`src/rtl/core/frlc_pkg.sv`:
```
// ----------------------------------------------------------------------------
// frlc_pkg: shared types and constants of the fault restart lockout table
// action codes, sequencer states, register indexes and datapath widths
// ----------------------------------------------------------------------------
package frlc_pkg;

	// widths fixed by the word layout
	localparam int unsigned NOW_W    = 32;  // real time clock seconds
	localparam int unsigned CNT_W    = 8;   // occurrence count
	localparam int unsigned MIN_W    = 16;  // decay minutes lane
	localparam int unsigned DVS_W    = 22;  // minutes * 60 fits 22 bits
	localparam int unsigned STEP_W   = 5;   // one quotient bit a cycle, 32 steps
	localparam int unsigned CFG_IX_W = 2;
	localparam int unsigned CFG_W    = 64;
	localparam int unsigned MAX_KINDS = 8;

	localparam logic [CNT_W-1:0] CNT_MAX = 8'hFF;

	// configuration register indexes
	localparam logic [CFG_IX_W-1:0] REG_LIMITS   = 2'd0;
	localparam logic [CFG_IX_W-1:0] REG_MIN_LOW  = 2'd1;
	localparam logic [CFG_IX_W-1:0] REG_MIN_HIGH = 2'd2;

	localparam logic [CFG_W-1:0] LIMITS_RESET  = 64'h0303_0303_0303_0303;
	localparam logic [CFG_W-1:0] MINUTES_RESET = 64'h001E_001E_001E_001E;

	typedef enum logic [1:0] {
		ACT_FAULT   = 2'd0,
		ACT_REFRESH = 2'd1,
		ACT_CLEAR   = 2'd2
	} action_t;

	typedef enum logic [4:0] {
		ST_IDLE  = 5'b00001,
		ST_CHECK = 5'b00010,
		ST_DIV   = 5'b00100,
		ST_APPLY = 5'b01000,
		ST_DONE  = 5'b10000
	} state_t;

endpackage

```
`src/rtl/core/fault_restart_lockout_counters.sv`:
```
// ----------------------------------------------------------------------------
// fault_restart_lockout_counters: auto-restart lockout table
// per fault kind occurrence counters with time stamps, saturating increment,
// time based decay by whole periods and a lockout mask over all entries
// ----------------------------------------------------------------------------
//
// channel   dir  handshake              payload
// s_axis    in   s_axis_tvalid/tready   tuser: action, tdata: index, seconds
// m_axis    out  m_axis_tvalid/tready   tdata: lockout, count, mask
// cfg       in   cfg_valid/cfg_ready    cfg_index, cfg_data
//
// for a fault event, a clear or a refresh that needs no decay, an accepted word
// passes ST_CHECK and ST_DONE to a loaded result register; a refresh that decays
// runs ST_CHECK, the 32 steps of the restoring divider in ST_DIV, ST_APPLY, ST_DONE
// s_axis_tready is high only while the sequencer is idle, one word at a time
// the result register frees the input side: a new word is taken while a result
// waits, and the sequencer holds in its last state until the register is free
// arst_n clears counts, stamps and control state and loads the register
// defaults; cfg_ready is always high
//
module fault_restart_lockout_counters #(
	parameter int unsigned FAULT_KINDS = 8
) (
	input  logic        clk,
	input  logic        arst_n,
	// slave side
	input  logic        s_axis_tvalid,
	output logic        s_axis_tready,
	input  logic [1:0]  s_axis_tuser,   // [1:0] action
	input  logic [39:0] s_axis_tdata,   // [2:0] fault_index, [34:3] now_seconds, zero fill
	// master side
	output logic        m_axis_tvalid,
	input  logic        m_axis_tready,
	output logic [23:0] m_axis_tdata,   // [0] lockout, [8:1] fault_count,
	                                    // [16:9] lockout_mask, zero fill
	// configuration writes
	input  logic        cfg_valid,
	output logic        cfg_ready,
	input  logic [1:0]  cfg_index,
	input  logic [63:0] cfg_data
);

	localparam int unsigned IDX_W = (FAULT_KINDS > 1) ? $clog2(FAULT_KINDS) : 1;
	localparam int unsigned NOW_W = frlc_pkg::NOW_W;
	localparam int unsigned CNT_W = frlc_pkg::CNT_W;
	localparam int unsigned DVS_W = frlc_pkg::DVS_W;
	localparam int unsigned MIN_W = frlc_pkg::MIN_W;

	// configuration registers
	logic [63:0] limits_q;
	logic [63:0] min_low_q;
	logic [63:0] min_high_q;

	// table state
	logic [CNT_W-1:0] count_q [FAULT_KINDS];
	logic [NOW_W-1:0] stamp_q [FAULT_KINDS];

	// captured word
	frlc_pkg::action_t action_q;
	logic [2:0]        idx_q;
	logic [NOW_W-1:0]  now_q;

	frlc_pkg::state_t  state_q;

	// shared divider: quotient shifts in where the dividend shifts out
	logic [NOW_W-1:0]                  quo_q;
	logic [DVS_W-1:0]                  rem_q;
	logic [DVS_W-1:0]                  dvs_q;
	logic [frlc_pkg::STEP_W-1:0]       step_q;

	// result register
	logic             out_valid_q;
	logic             out_lock_q;
	logic [CNT_W-1:0] out_count_q;
	logic [7:0]       out_mask_q;

	// addressed entry
	logic [IDX_W-1:0] ent;
	logic             idx_ok;
	logic [CNT_W-1:0] cnt_rd;
	logic [NOW_W-1:0] stamp_rd;
	logic [CNT_W-1:0] lim_rd;
	logic [MIN_W-1:0] min_rd;
	logic [127:0]     minutes_all;
	logic [DVS_W-1:0] period_secs;
	logic             decay_go;

	logic [DVS_W:0]   shifted;
	logic [DVS_W:0]   trial;

	logic [7:0]       mask;
	logic             out_load;

	assign ent         = idx_q[IDX_W-1:0];
	assign idx_ok      = ({1'b0, idx_q} < 4'(FAULT_KINDS));
	assign cnt_rd      = count_q[ent];
	assign stamp_rd    = stamp_q[ent];
	assign minutes_all = {min_high_q, min_low_q};
	assign lim_rd      = limits_q[8*idx_q +: 8];
	assign min_rd      = minutes_all[16*idx_q +: 16];

	// minutes * 60 as (m << 6) - (m << 2)
	assign period_secs = {min_rd, 6'b0} - {4'b0, min_rd, 2'b0};

	// decay only for a live entry below its limit, with a period and a clock ahead of the stamp
	assign decay_go = idx_ok && (cnt_rd != '0) && (cnt_rd < lim_rd) &&
	                  (min_rd != '0) && (now_q > stamp_rd);

	// one restoring step
	assign shifted = {rem_q, quo_q[NOW_W-1]};
	assign trial   = shifted - {1'b0, dvs_q};

	// lockout over all entries, after the step has landed
	always_comb begin
		mask = '0;
		for (int i = 0; i < FAULT_KINDS; i++) begin
			mask[i] = (limits_q[8*i +: 8] != '0) && (count_q[i] >= limits_q[8*i +: 8]);
		end
	end

	assign out_load      = (state_q == frlc_pkg::ST_DONE) && (!out_valid_q || m_axis_tready);
	assign s_axis_tready = (state_q == frlc_pkg::ST_IDLE);
	assign cfg_ready     = 1'b1;
	assign m_axis_tvalid = out_valid_q;
	assign m_axis_tdata  = {7'b0, out_mask_q, out_count_q, out_lock_q};

	// configuration, an index past the list is dropped
	always_ff @(posedge clk or negedge arst_n) begin
		if (!arst_n) begin
			limits_q   <= frlc_pkg::LIMITS_RESET;
			min_low_q  <= frlc_pkg::MINUTES_RESET;
			min_high_q <= frlc_pkg::MINUTES_RESET;
		end else if (cfg_valid) begin
			unique case (cfg_index)
				frlc_pkg::REG_LIMITS:   limits_q   <= cfg_data;
				frlc_pkg::REG_MIN_LOW:  min_low_q  <= cfg_data;
				frlc_pkg::REG_MIN_HIGH: min_high_q <= cfg_data;
				default: ;
			endcase
		end
	end

	// captured word, payload only
	always_ff @(posedge clk) begin
		if (s_axis_tvalid && s_axis_tready) begin
			action_q <= frlc_pkg::action_t'(s_axis_tuser);
			idx_q    <= s_axis_tdata[2:0];
			now_q    <= s_axis_tdata[34:3];
		end
	end

	// sequencer and table
	always_ff @(posedge clk or negedge arst_n) begin
		if (!arst_n) begin
			state_q <= frlc_pkg::ST_IDLE;
			step_q  <= '0;
			for (int i = 0; i < FAULT_KINDS; i++) begin
				count_q[i] <= '0;
				stamp_q[i] <= '0;
			end
		end else begin
			unique case (state_q)
				frlc_pkg::ST_IDLE: begin
					if (s_axis_tvalid) begin
						state_q <= frlc_pkg::ST_CHECK;
					end
				end
				frlc_pkg::ST_CHECK: begin
					state_q <= frlc_pkg::ST_DONE;
					unique case (action_q)
						frlc_pkg::ACT_FAULT: begin
							if (idx_ok) begin
								if (cnt_rd != frlc_pkg::CNT_MAX) begin
									count_q[ent] <= cnt_rd + 8'd1;
								end
								stamp_q[ent] <= now_q;
							end
						end
						frlc_pkg::ACT_REFRESH: begin
							if (decay_go) begin
								state_q <= frlc_pkg::ST_DIV;
								step_q  <= '1;
							end
						end
						frlc_pkg::ACT_CLEAR: begin
							for (int i = 0; i < FAULT_KINDS; i++) begin
								count_q[i] <= '0;
							end
						end
						default: ;
					endcase
				end
				frlc_pkg::ST_DIV: begin
					step_q <= step_q - 1'b1;
					if (step_q == '0) begin
						state_q <= frlc_pkg::ST_APPLY;
					end
				end
				frlc_pkg::ST_APPLY: begin
					state_q <= frlc_pkg::ST_DONE;
					if (quo_q != '0) begin
						count_q[ent] <= (quo_q >= {24'b0, cnt_rd}) ? '0 : cnt_rd - quo_q[7:0];
						stamp_q[ent] <= now_q;
					end
				end
				frlc_pkg::ST_DONE: begin
					if (out_load) begin
						state_q <= frlc_pkg::ST_IDLE;
					end
				end
				default: state_q <= frlc_pkg::ST_IDLE;
			endcase
		end
	end

	// divider datapath: elapsed seconds in, period count out
	always_ff @(posedge clk) begin
		if (state_q == frlc_pkg::ST_CHECK) begin
			quo_q <= now_q - stamp_rd;
			rem_q <= '0;
			dvs_q <= period_secs;
		end else if (state_q == frlc_pkg::ST_DIV) begin
			if (!trial[DVS_W]) begin
				rem_q <= trial[DVS_W-1:0];
				quo_q <= {quo_q[NOW_W-2:0], 1'b1};
			end else begin
				rem_q <= shifted[DVS_W-1:0];
				quo_q <= {quo_q[NOW_W-2:0], 1'b0};
			end
		end
	end

	// result register
	always_ff @(posedge clk or negedge arst_n) begin
		if (!arst_n) begin
			out_valid_q <= 1'b0;
		end else if (out_load) begin
			out_valid_q <= 1'b1;
		end else if (m_axis_tready) begin
			out_valid_q <= 1'b0;
		end
	end

	always_ff @(posedge clk) begin
		if (out_load) begin
			out_lock_q  <= idx_ok && mask[idx_q];
			out_count_q <= idx_ok ? cnt_rd : '0;
			out_mask_q  <= mask;
		end
	end

endmodule

```
`config.mk`:
```
export PLATFORM = sky130hd
export DESIGN_NAME = fault_restart_lockout_counters
export DESIGN_NICKNAME = d
export VERILOG_FILES = /design/src/rtl/core/frlc_pkg.sv /design/src/rtl/core/fault_restart_lockout_counters.sv
export SDC_FILE = /design/constraint.sdc
export NUM_CORES = 1
export LEC_CHECK = 0
export BUFFER_PORTS_ARGS = -buffer_cell sky130_fd_sc_hd__buf_2
export CORE_MARGIN = 8
export CORE_UTILIZATION = 40
export CTS_CLUSTER_DIAMETER = 150
export DETAILED_ROUTE_END_ITERATION = 8
export SETUP_SLACK_MARGIN = 0.05
export SLEW_MARGIN = 40
export SYNTH_ARGS = -nofsm -noshare
export SYNTH_HDL_FRONTEND = slang
export SYNTH_SLANG_ARGS = --single-unit
export TNS_END_PERCENT = 5
```
`constraint.sdc`:
```
create_clock -name clk -period 6.4 [get_ports clk]
set_input_delay 0.96 -clock clk [delete_from_list [all_inputs] [get_ports clk]]
set_output_delay 0.96 -clock clk [all_outputs]
set_load 0.03 [all_outputs]
```
==> results of run 1 <==
-- cell usage after synthesis (11+ instances only) --
cell	instances	share of area
a21o_1	39	0.0088
a21oi_1	99	0.015
a221oi_1	22	0.0058
a22o_1	77	0.020
a22oi_1	128	0.029
and2_1	11	0.0021
and3_1	22	0.0041
and4_1	25	0.0065
buf_2	15	0.0022
buf_4	13	0.0029
clkbuf_1	110	0.012
dfrtp_1	474	0.35
dfstp_2	49	0.038
dfxtp_1	22	0.013
edfxtp_1	106	0.095
ha_1	155	0.058
inv_1	148	0.017
mux2_2	389	0.13
mux2i_1	44	0.013
mux4_2	20	0.013
nand2_1	212	0.024
nand2b_1	31	0.0058
nand3_1	34	0.0051
nand3b_1	16	0.0036
nand4_1	15	0.0028
nor2_1	73	0.0082
nor2b_1	20	0.0037
nor3_1	20	0.0030
nor4_1	30	0.0056
o211ai_1	11	0.0025
o21a_1	14	0.0031
o21ai_0	165	0.025
o21ai_1	14	0.0021
o31ai_1	14	0.0031
xnor2_1	36	0.0094
xor2_1	23	0.0060
-- layout make-up --
type                            instances  area share
Clock inverter                         33     0.01002
Multi-Input combinational cell       1923      0.4126
Antenna cell                            1  0.00006590
Sequential cell                       651      0.4417
Inverter                              150     0.01483
Timing Repair Buffer                  181     0.03051
Tap cell                             1080     0.03559
Clock buffer                          104     0.05463
-- metrics by stage --
stage               instances  total power [mW]  cell area [sq um]  utilization
floorplan                2874             9.782              33470            -
global placement         3982             11.30              35340       0.4243
detailed placement       3984             11.56              35470       0.4258
CTS                      4121             15.85              37920       0.4553
global route             4122             16.68              37970       0.4559
finish                   4123             15.82              37970       0.4559
-- metal layers --
layer	up-vias	share of wire	global-route usage	wire (um)
met3	183	0.058	0.03076	5818
met5	-	0	0	0
met1	12440	0.44	0.2931	44890
li1	10850	-	-	-
met2	818	0.47	0.3384	47160
met4	0	0.033	0.07061	3297
-- kinds of logic (layout without fill, tap and decap cells) --
family | count (synthesis) | in the layout
muxes | 454 | 454
and+or+nand+nor | 554 | 554
AOI/OAI and AO/OA | 690 | 690
adders and majority gates | 158 | 158
buffers and inverters | 300 | 468
DFF | 651 | 651
xor gates and xnor gates | 59 | 59
other | 2 | 9
-- registers in the layout, summed over array words and instances (netlist names), 2 cells and up --
register / count
stamp_q: 256
count_q: 64
limits_q: 64
min_high_q: 64
min_low_q: 64
now_q: 32
quo_q: 32
rem_q: 22
dvs_q: 20
out_count_q: 8
out_mask_q: 8
state_q: 5
step_q: 5
ent: 3
action_q: 2
-- cells in the final DEF (no fill, tap or decap), types with 98 or more instances in the layout --
cell,count
dfrtp_1,474
mux2_2,389
nand2_1,204
o21ai_0,164
ha_1,155
inv_1,148
a22oi_1,128
buf_2,125
edfxtp_1,106
a21oi_1,98
-- report_power, final --
group	internal [mW]	leakage (nW)	switching, mW
clock	2.43	1.18	1.82
sequential	5.44	7.91	0.768
combinational	2.31	7.80	3.05
-- final timing paths --
check / endpoint / slack (ps) / cells after the start
worst min-delay path: min_high_q[60]$_DFFE_PN0P_ / 220 / 1
min in group clk: rem_q[0]$_SDFFE_PP0N_ / 480 / 1
worst min register to register: rem_q[0]$_SDFFE_PP0N_ / 480 / 1
worst max-delay path: step_q[1]$_DFFE_PN0P_ / 970 / 15
max in group asynchronous: stamp_q[111]$_DFFE_PN0P_ / 4880 / 3
worst max register to register: step_q[1]$_DFFE_PN0P_ / 970 / 15
==> impl_metrics.ini, run 1 <==
[run_status]
status = finished clean

[timing]
fmax_mhz = 184.2
worst_pin_slew_ps = 915.4
setup_viol = 0
setup_slack_ps = 971.6
setup_tns_ps = 0
fin_crit_ps = 5428
report.final.slew_viol_count = 0
worst_hold_slack_ps = 223.1
fin_skew_ps = 47.96
rsz0062_at_grt = no
relSlewSlack = 0.3883
fin_crit_sh = 0.8482
hold_violations = 0

[yosys]
synth_top_family_by_area = multiplexers
synthAdderAreaFrac = 0.05977
synth_edf_count = 106
synthMuxAreaShare = 0.1580
syn_inst = 2868
ys_warn_count = 0
synthesis.area_sq_um = 33450
synth_compound_gate_area_share = 0.1433
async_flop_share = 0.8034
yosys_register_bits = 651
synth_xor_area_frac = 0.01545
ys_types = 93
ys_seq_area_frac = 0.5014
post_synth.cell_area_avg_sq_um = 11.66
synth_simple_gate_area_frac = 0.08505
ys.flop_type = dfrtp_1

[layout]
drive_above_1_share = 0.2679
n_fill_cell = 7544
synthToLayoutAreaGrowth_pct = 13.51
regArea_sq_um = 16770
multi_input_area_sq_um = 15670
nNetsFinal = 3252

[clock_tree]
htreeDepth = 3
cts-resized-gates = 0
cts.path.max_buffers = 3
cts_tree = yes
cts_sinks = 651
clkLatencyLatePin_ps = 650
cts_buffers = 74
root_buffer = clkbuf_16
clkTransAtPathRegs_ps = 60
postCtsSetupBuffers = 0
ctsHoldBuffers = 0

[placement]
place_ws_ps = 782.4
gp_congestion = 0.9623
hpwl_um = 70980
portBuffers = 126

[global_routing]
grt_overflow = 0
grt_pass1_vias = 24670
grt_usage = 0.2109
grt_pass1_wl_um = 153500
antenna_found_initial = 2
grt_max_degree = 131

[route]
wire_per_inst_um = 24.54
via_per_inst = 5.892
drtIter0Drc = 2217
drt-total-wl_um = 101200
drc = 0
postRouteAntennaNets = 0
vias = 24290
first_pass_iters = 6

[worst_setup_path]
cpPeakStageDelay_ps = 790
crit_family = simple AND/OR/NAND/NOR gates
worstSetupPathType = reg -> reg
cp_max_fo = 22
r2r_start = ent[2]$_DFFE_PP_
path_buf_inv = 2
required_ps = 6920
end_kind = flop
crit_start = ent[2]$_DFFE_PP_
worstPathArrival_ps = 5950
cpMaxStageDelayCell = nor2_4
crit_path_start_kind = flop
crit_chain = buf_6 -> nand2b_1 -> nor2_4 -> buf_4 -> a22oi_1 -> and4_1 -> ha_1 -> nand4_1 -> nor3_1 -> nand2_1 -> o211a_1 -> o311a_1 -> o31ai_2 -> and2_4 -> a2bb2oi_1

[floorplanning]
ios = 140
fp-row-count = 106
die_w_um = 305.2
die_height_um = 305.2
coreArea_sq_um = 83290
initial_core_util = 0.4016
dieArea_sq_um = 93140

[pwr]
total_leakage_power_nw = 16.89
ir_drop_uv = 237.2
pwr_density_cell_nw_per_um2 = 416.6

[min_path]
hold_path.class = in -> async

[run]
maxCapViolations = 0
Note: power is estimated with default switching activity, not from simulation.
==> run 2: changes to the inputs <==
- clock period: 6.4 -> 5.4 ns (I/O delays scaled with it)
==> run 2 against run 1 <==
Compared with the run above: non-clock buffer count is 29 higher; worst setup slack got worse by 460 ps; sequential power up 18%; register-to-register slack worse by 460 ps; critical path type unchanged; utilization up 0.43 points; largest cell class unchanged; critical path depth unchanged; first-iteration DRC count is 13% lower; die area unchanged; clock power up 26%.
==> impl_metrics.ini, run 2 (synthesized netlist as in run 1, its figures left out) <==
[timing]
relSlewSlack = 0.4000
fin_skew_ps = 28.51
fin_crit_sh = 0.9045
setup_tns_ps = 0
worst_pin_slew_ps = 898.1
fin_crit_ps = 4884
setup_viol = 0
worst_hold_slack_ps = 73.04
report.final.slew_viol_count = 0
fmax_mhz = 204.7
hold_violations = 0
rsz0062_at_grt = no

[floorplanning]
initial_core_util = 0.4016
fp-row-count = 106
die_height_um = 305.2
die_w_um = 305.2
coreArea_sq_um = 83290
ios = 140
dieArea_sq_um = 93140

[clock_tree]
cts_tree = yes
cts_sinks = 651
postCtsSetupBuffers = 0
cts-resized-gates = 0
clkTransAtPathRegs_ps = 60
htreeDepth = 3
ctsHoldBuffers = 0
root_buffer = clkbuf_16
cts.path.max_buffers = 3
clkLatencyLatePin_ps = 640
cts_buffers = 74

[layout]
largest_register = stamp_q
nNetsFinal = 3281
synthToLayoutAreaGrowth_pct = 14.58
final_common_cell = dfrtp_1
drive_above_1_share = 0.2770
largest_reg_flops = 256
layout_common_cells = 474 x dfrtp_1, 389 x mux2_2, 204 x nand2_1, 164 x o21ai_0, 155 x ha_1
final_area_sq_um = 38330
post-route-util = 0.4602

[placement]
gp_congestion = 0.9404
hpwl_um = 72100
portBuffers = 126
dpl_cell_area_sq_um = 35670

[worst_setup_path]
required_ps = 5930
crit_path_start_kind = flop
worstPathArrival_ps = 5410
cp_max_fo = 20
end_kind = flop
r2r_setup_slack_ps = 520
r2r_start = ent[2]$_DFFE_PP_
regToRegEndpoint = step_q[1]$_DFFE_PN0P_
worst_r2r_path_depth = 15
worstSetupPathType = reg -> reg

[run]
maxCapViolations = 0

[route]
vias = 24240
first_pass_iters = 7
drt-total-wl_um = 101400
drc = 0
via_per_inst = 5.836
drtIter0Drc = 1926
postRouteAntennaNets = 0
wire_per_inst_um = 24.42

[global_routing]
met1_usage = 0.2944
grt_use_met2 = 0.3397
met3_usage = 0.03449
grt_pass1_vias = 24810
busiest_layer = met2
grt_pass1_wl_um = 154500
grt_overflow = 0
grt_max_degree = 136
antenna_found_initial = 2
grt_usage = 0.2125

[pwr]
ir_drop_uv = 343.8
total_leakage_power_nw = 17.10
pwr_density_cell_nw_per_um2 = 497.8

[run_status]
status = finished clean

[min_path]
hold_path.class = in -> async
run 2: cell count changes in the layout (fill, tap and decap cells not counted), moves of 6 or more:
cell	delta
clkinv_1	-7
clkbuf_8	+10
clkbuf_16	+6
buf_4	+29
run 2: stage by stage:
| step | power, mW | setup slack (ps) | std cells |
|---|---|---|---|
| 6_report | 19.08 | 515.9 | 4153 |
| 5_1_grt | 20.11 | 341.1 | 4152 |
| 4_1_cts | 19.13 | 601.0 | 4152 |
| 3_5_place_dp | 13.72 | 642.5 | 4014 |
| 3_3_place_gp | 13.47 | 678.1 | 4013 |
| 2_1_floorplan | 11.59 | 691.6 | 2874 |
run 2: where the power goes:
group,internal (mW),switching (mW)
Clock,3.20,2.15
Combinational,2.78,3.62
Sequential,6.45,0.890
run 2: worst max-delay path by stage:
stage                           from                    end  slack (ps)  depth (start not counted)
detailed placement  ent[2]$_DFFE_PP_  step_q[1]$_DFFE_PN0P_         640                         15
global route        ent[2]$_DFFE_PP_  step_q[1]$_DFFE_PN0P_         340                         17
floorplan           ent[2]$_DFFE_PP_    quo_q[26]$_DFFE_PP_         690                         19
global placement    ent[2]$_DFFE_PP_  step_q[1]$_DFFE_PN0P_         680                         15
CTS                 ent[2]$_DFFE_PP_  step_q[1]$_DFFE_PN0P_         600                         15
finish              ent[2]$_DFFE_PP_  step_q[1]$_DFFE_PN0P_         520                         15
run 2: worst max-delay path, cell delays in order (launching register included):
cell       delay [ps]
edfxtp_1          420
buf_4             300
nand2_1           260
nor2_4            500
buf_4             360
a22oi_1           110
and4_1            230
ha_1              410
nand4_1           130
nor3_1            380
nand2_1           100
o211a_1           270
o311a_1           500
o31ai_2           380
and2_4            220
a2bb2oi_1         180
run 2: area by class of cell:
class | count | area, sq um
flip-flops and latches | 651 | 16770
diodes | 1 | 2.502
clock buffers | 117 | 2341
repair buffers | 210 | 1380
multi-input cells | 1923 | 15620
inverters | 150 | 563.0
clock inverters | 21 | 301.5
fillers | 7584 | 44960
well taps | 1080 | 1351
run 2: layer usage:
metal  wire length, um  part of all wire  vias to the layer above
met3              5972             0.059                      172
met1             45220              0.45                    12400
met5                 0                 0                        -
met4              3121             0.031                        0
met2             47110              0.46                      750
li1                  -                 -                    10910
==> run 3: changes to the inputs <==
- BUFFER_PORTS_ARGS: -buffer_cell sky130_fd_sc_hd__buf_2 -> -buffer_cell sky130_fd_sc_hd__buf_4
- SLEW_MARGIN: 40 -> not set
==> run 3 against run 2 <==
Compared with the run above: non-clock buffer count is 1 higher; sequential power hardly changed; worst setup slack got worse by 49 ps; hold slack improved by 180 ps; critical endpoint unchanged; largest power group unchanged; highest routed layer unchanged.
==> impl_metrics.ini, run 3 (synthesized netlist as in run 1, its figures left out) <==
[layout]
synthToLayoutAreaGrowth_pct = 14.98
largest_register = stamp_q
nNetsFinal = 3282
antenna_cells = 0
final_common_cell = dfrtp_1
n_fill_cell = 7558
layout_common_cells = 474 x dfrtp_1, 389 x mux2_2, 204 x nand2_1, 201 x buf_4, 165 x o21ai_0
largest_reg_flops = 256
fin_cells = 4152
drive_above_1_share = 0.2734

[clock_tree]
clkTransAtPathRegs_ps = 60
cts_tree = yes
root_buffer = clkbuf_16
postCtsSetupBuffers = 0
clkLatencyLatePin_ps = 650
htreeDepth = 3
cts.path.max_buffers = 3
cts-resized-gates = 0
cts_sinks = 651
cts_buffers = 74
ctsHoldBuffers = 0

[timing]
setup_viol = 0
relSlewSlack = 0.1171
setup_slack_ps = 466.5
report.final.slew_viol_count = 0
fin_crit_sh = 0.9136
worst_pin_slew_ps = 1320
fin_crit_ps = 4933
worst_hold_slack_ps = 249.9
fmax_mhz = 202.7
rsz0062_at_grt = no
setup_tns_ps = 0
hold_violations = 0
fin_skew_ps = 49.39

[route]
drtIter0Drc = 2137
vias = 24230
via_per_inst = 5.835
wire_per_inst_um = 24.63
first_pass_iters = 7
drc = 0
postRouteAntennaNets = 0
drt-total-wl_um = 102300

[placement]
hpwl_um = 72710
gp_congestion = 0.9266
place_ws_ps = 577.5
placedCellCount = 4015
portBuffers = 126

[global_routing]
grt_pass1_wl_um = 156500
grt_usage = 0.2156
grt_pass1_vias = 24960
grt_overflow = 0
antenna_found_initial = 0
grt_max_degree = 149

[worst_setup_path]
end_kind = flop
worst_r2r_path_depth = 15
required_ps = 5920
worstSetupPathType = reg -> reg
worstPathArrival_ps = 5450
crit_start = ent[1]$_DFFE_PP_
cp_max_fo = 23
r2r_start = ent[1]$_DFFE_PP_
crit_path_start_kind = flop

[floorplanning]
initial_core_util = 0.4016
dieArea_sq_um = 93140
coreArea_sq_um = 83290
fp-row-count = 106
die_w_um = 305.2
ios = 140
die_height_um = 305.2

[run_status]
status = finished clean

[run]
maxCapViolations = 0

[pwr]
pwr_density_cell_nw_per_um2 = 490.6
total_leakage_power_nw = 17.08
ir_drop_uv = 295.3

[min_path]
hold_path.class = in -> async
[run 3: cell count changes in the layout (fill, tap and decap cells not counted), sizes merged, moves of 2 or more]
cell,delta
buf,+2
bufinv,-2
clkinv,+6
clkbuf,-4
[run 3: routing by layer]
layer	up-vias	GRT usage	part of all wire	routed length [um]
met1	12390	0.3010	0.45	45880
li1	10910	-	-	-
met3	153	0.03277	0.059	6075
met2	775	0.3484	0.47	47790
met5	-	0	0	0
met4	0	0.06139	0.025	2516
[run 3: path summary, 6_finish.rpt]
kind,slack (ps),to
min reg2reg,480,rem_q[1]$_SDFFE_PP0N_
max in group asynchronous,3810,count_q[63]$_DFFE_PN0P_
min,250,min_low_q[45]$_DFFE_PN0P_
min in group clk,340,now_q[2]$_DFFE_PP_
max reg2reg,470,step_q[1]$_DFFE_PN0P_
max,470,step_q[1]$_DFFE_PN0P_
[run 3: worst max-delay path, cell delays in order, from the launching register on]
cell and delay (ps):
edfxtp_1 400, clkinv_1 510, nor3_2 410, buf_12 260, buf_4 250, a22oi_1 90, and4_1 210, ha_1 450
nand4_1 130, nor3_1 410, nand2_1 130, o211a_1 280, o311a_1 490, o31ai_2 410, and2_4 220, a2bb2oi_1 170
[run 3: where the power goes]
| part | leakage [nW] | internal (mW) | total [mW] | switching, mW |
|---|---|---|---|---|
| registers | 7.91 | 6.45 | 7.35 | 0.898 |
| clock network | 1.23 | 2.97 | 5.09 | 2.12 |
| logic | 7.94 | 2.81 | 6.44 | 3.62 |
| total | 17.1 | 12.2 | 18.9 | 6.64 |
[run 3: final cells by class]
class                      count  area [sq um]  share of cell area
clock buffer                 114          2215             0.05758
clock inverter                23         289.0            0.007514
inverter                     150         563.0             0.01464
multi-input combinational   1923         15570              0.4048
sequential                   651         16770              0.4360
tap                         1080          1351             0.03513
timing repair buffer         211          1704             0.04430
[run 3: per-stage QoR]
| step | power [mW] | util | cell area (sq um) |
|---|---|---|---|
| 2_1_floorplan | 11.59 | - | 33470 |
| 3_3_place_gp | 13.55 | 0.4318 | 35960 |
| 3_5_place_dp | 13.77 | 0.4318 | 35960 |
| 4_1_cts | 18.92 | 0.4618 | 38460 |
| 5_1_grt | 19.92 | 0.4618 | 38460 |
| 6_report | 18.87 | 0.4618 | 38460 |
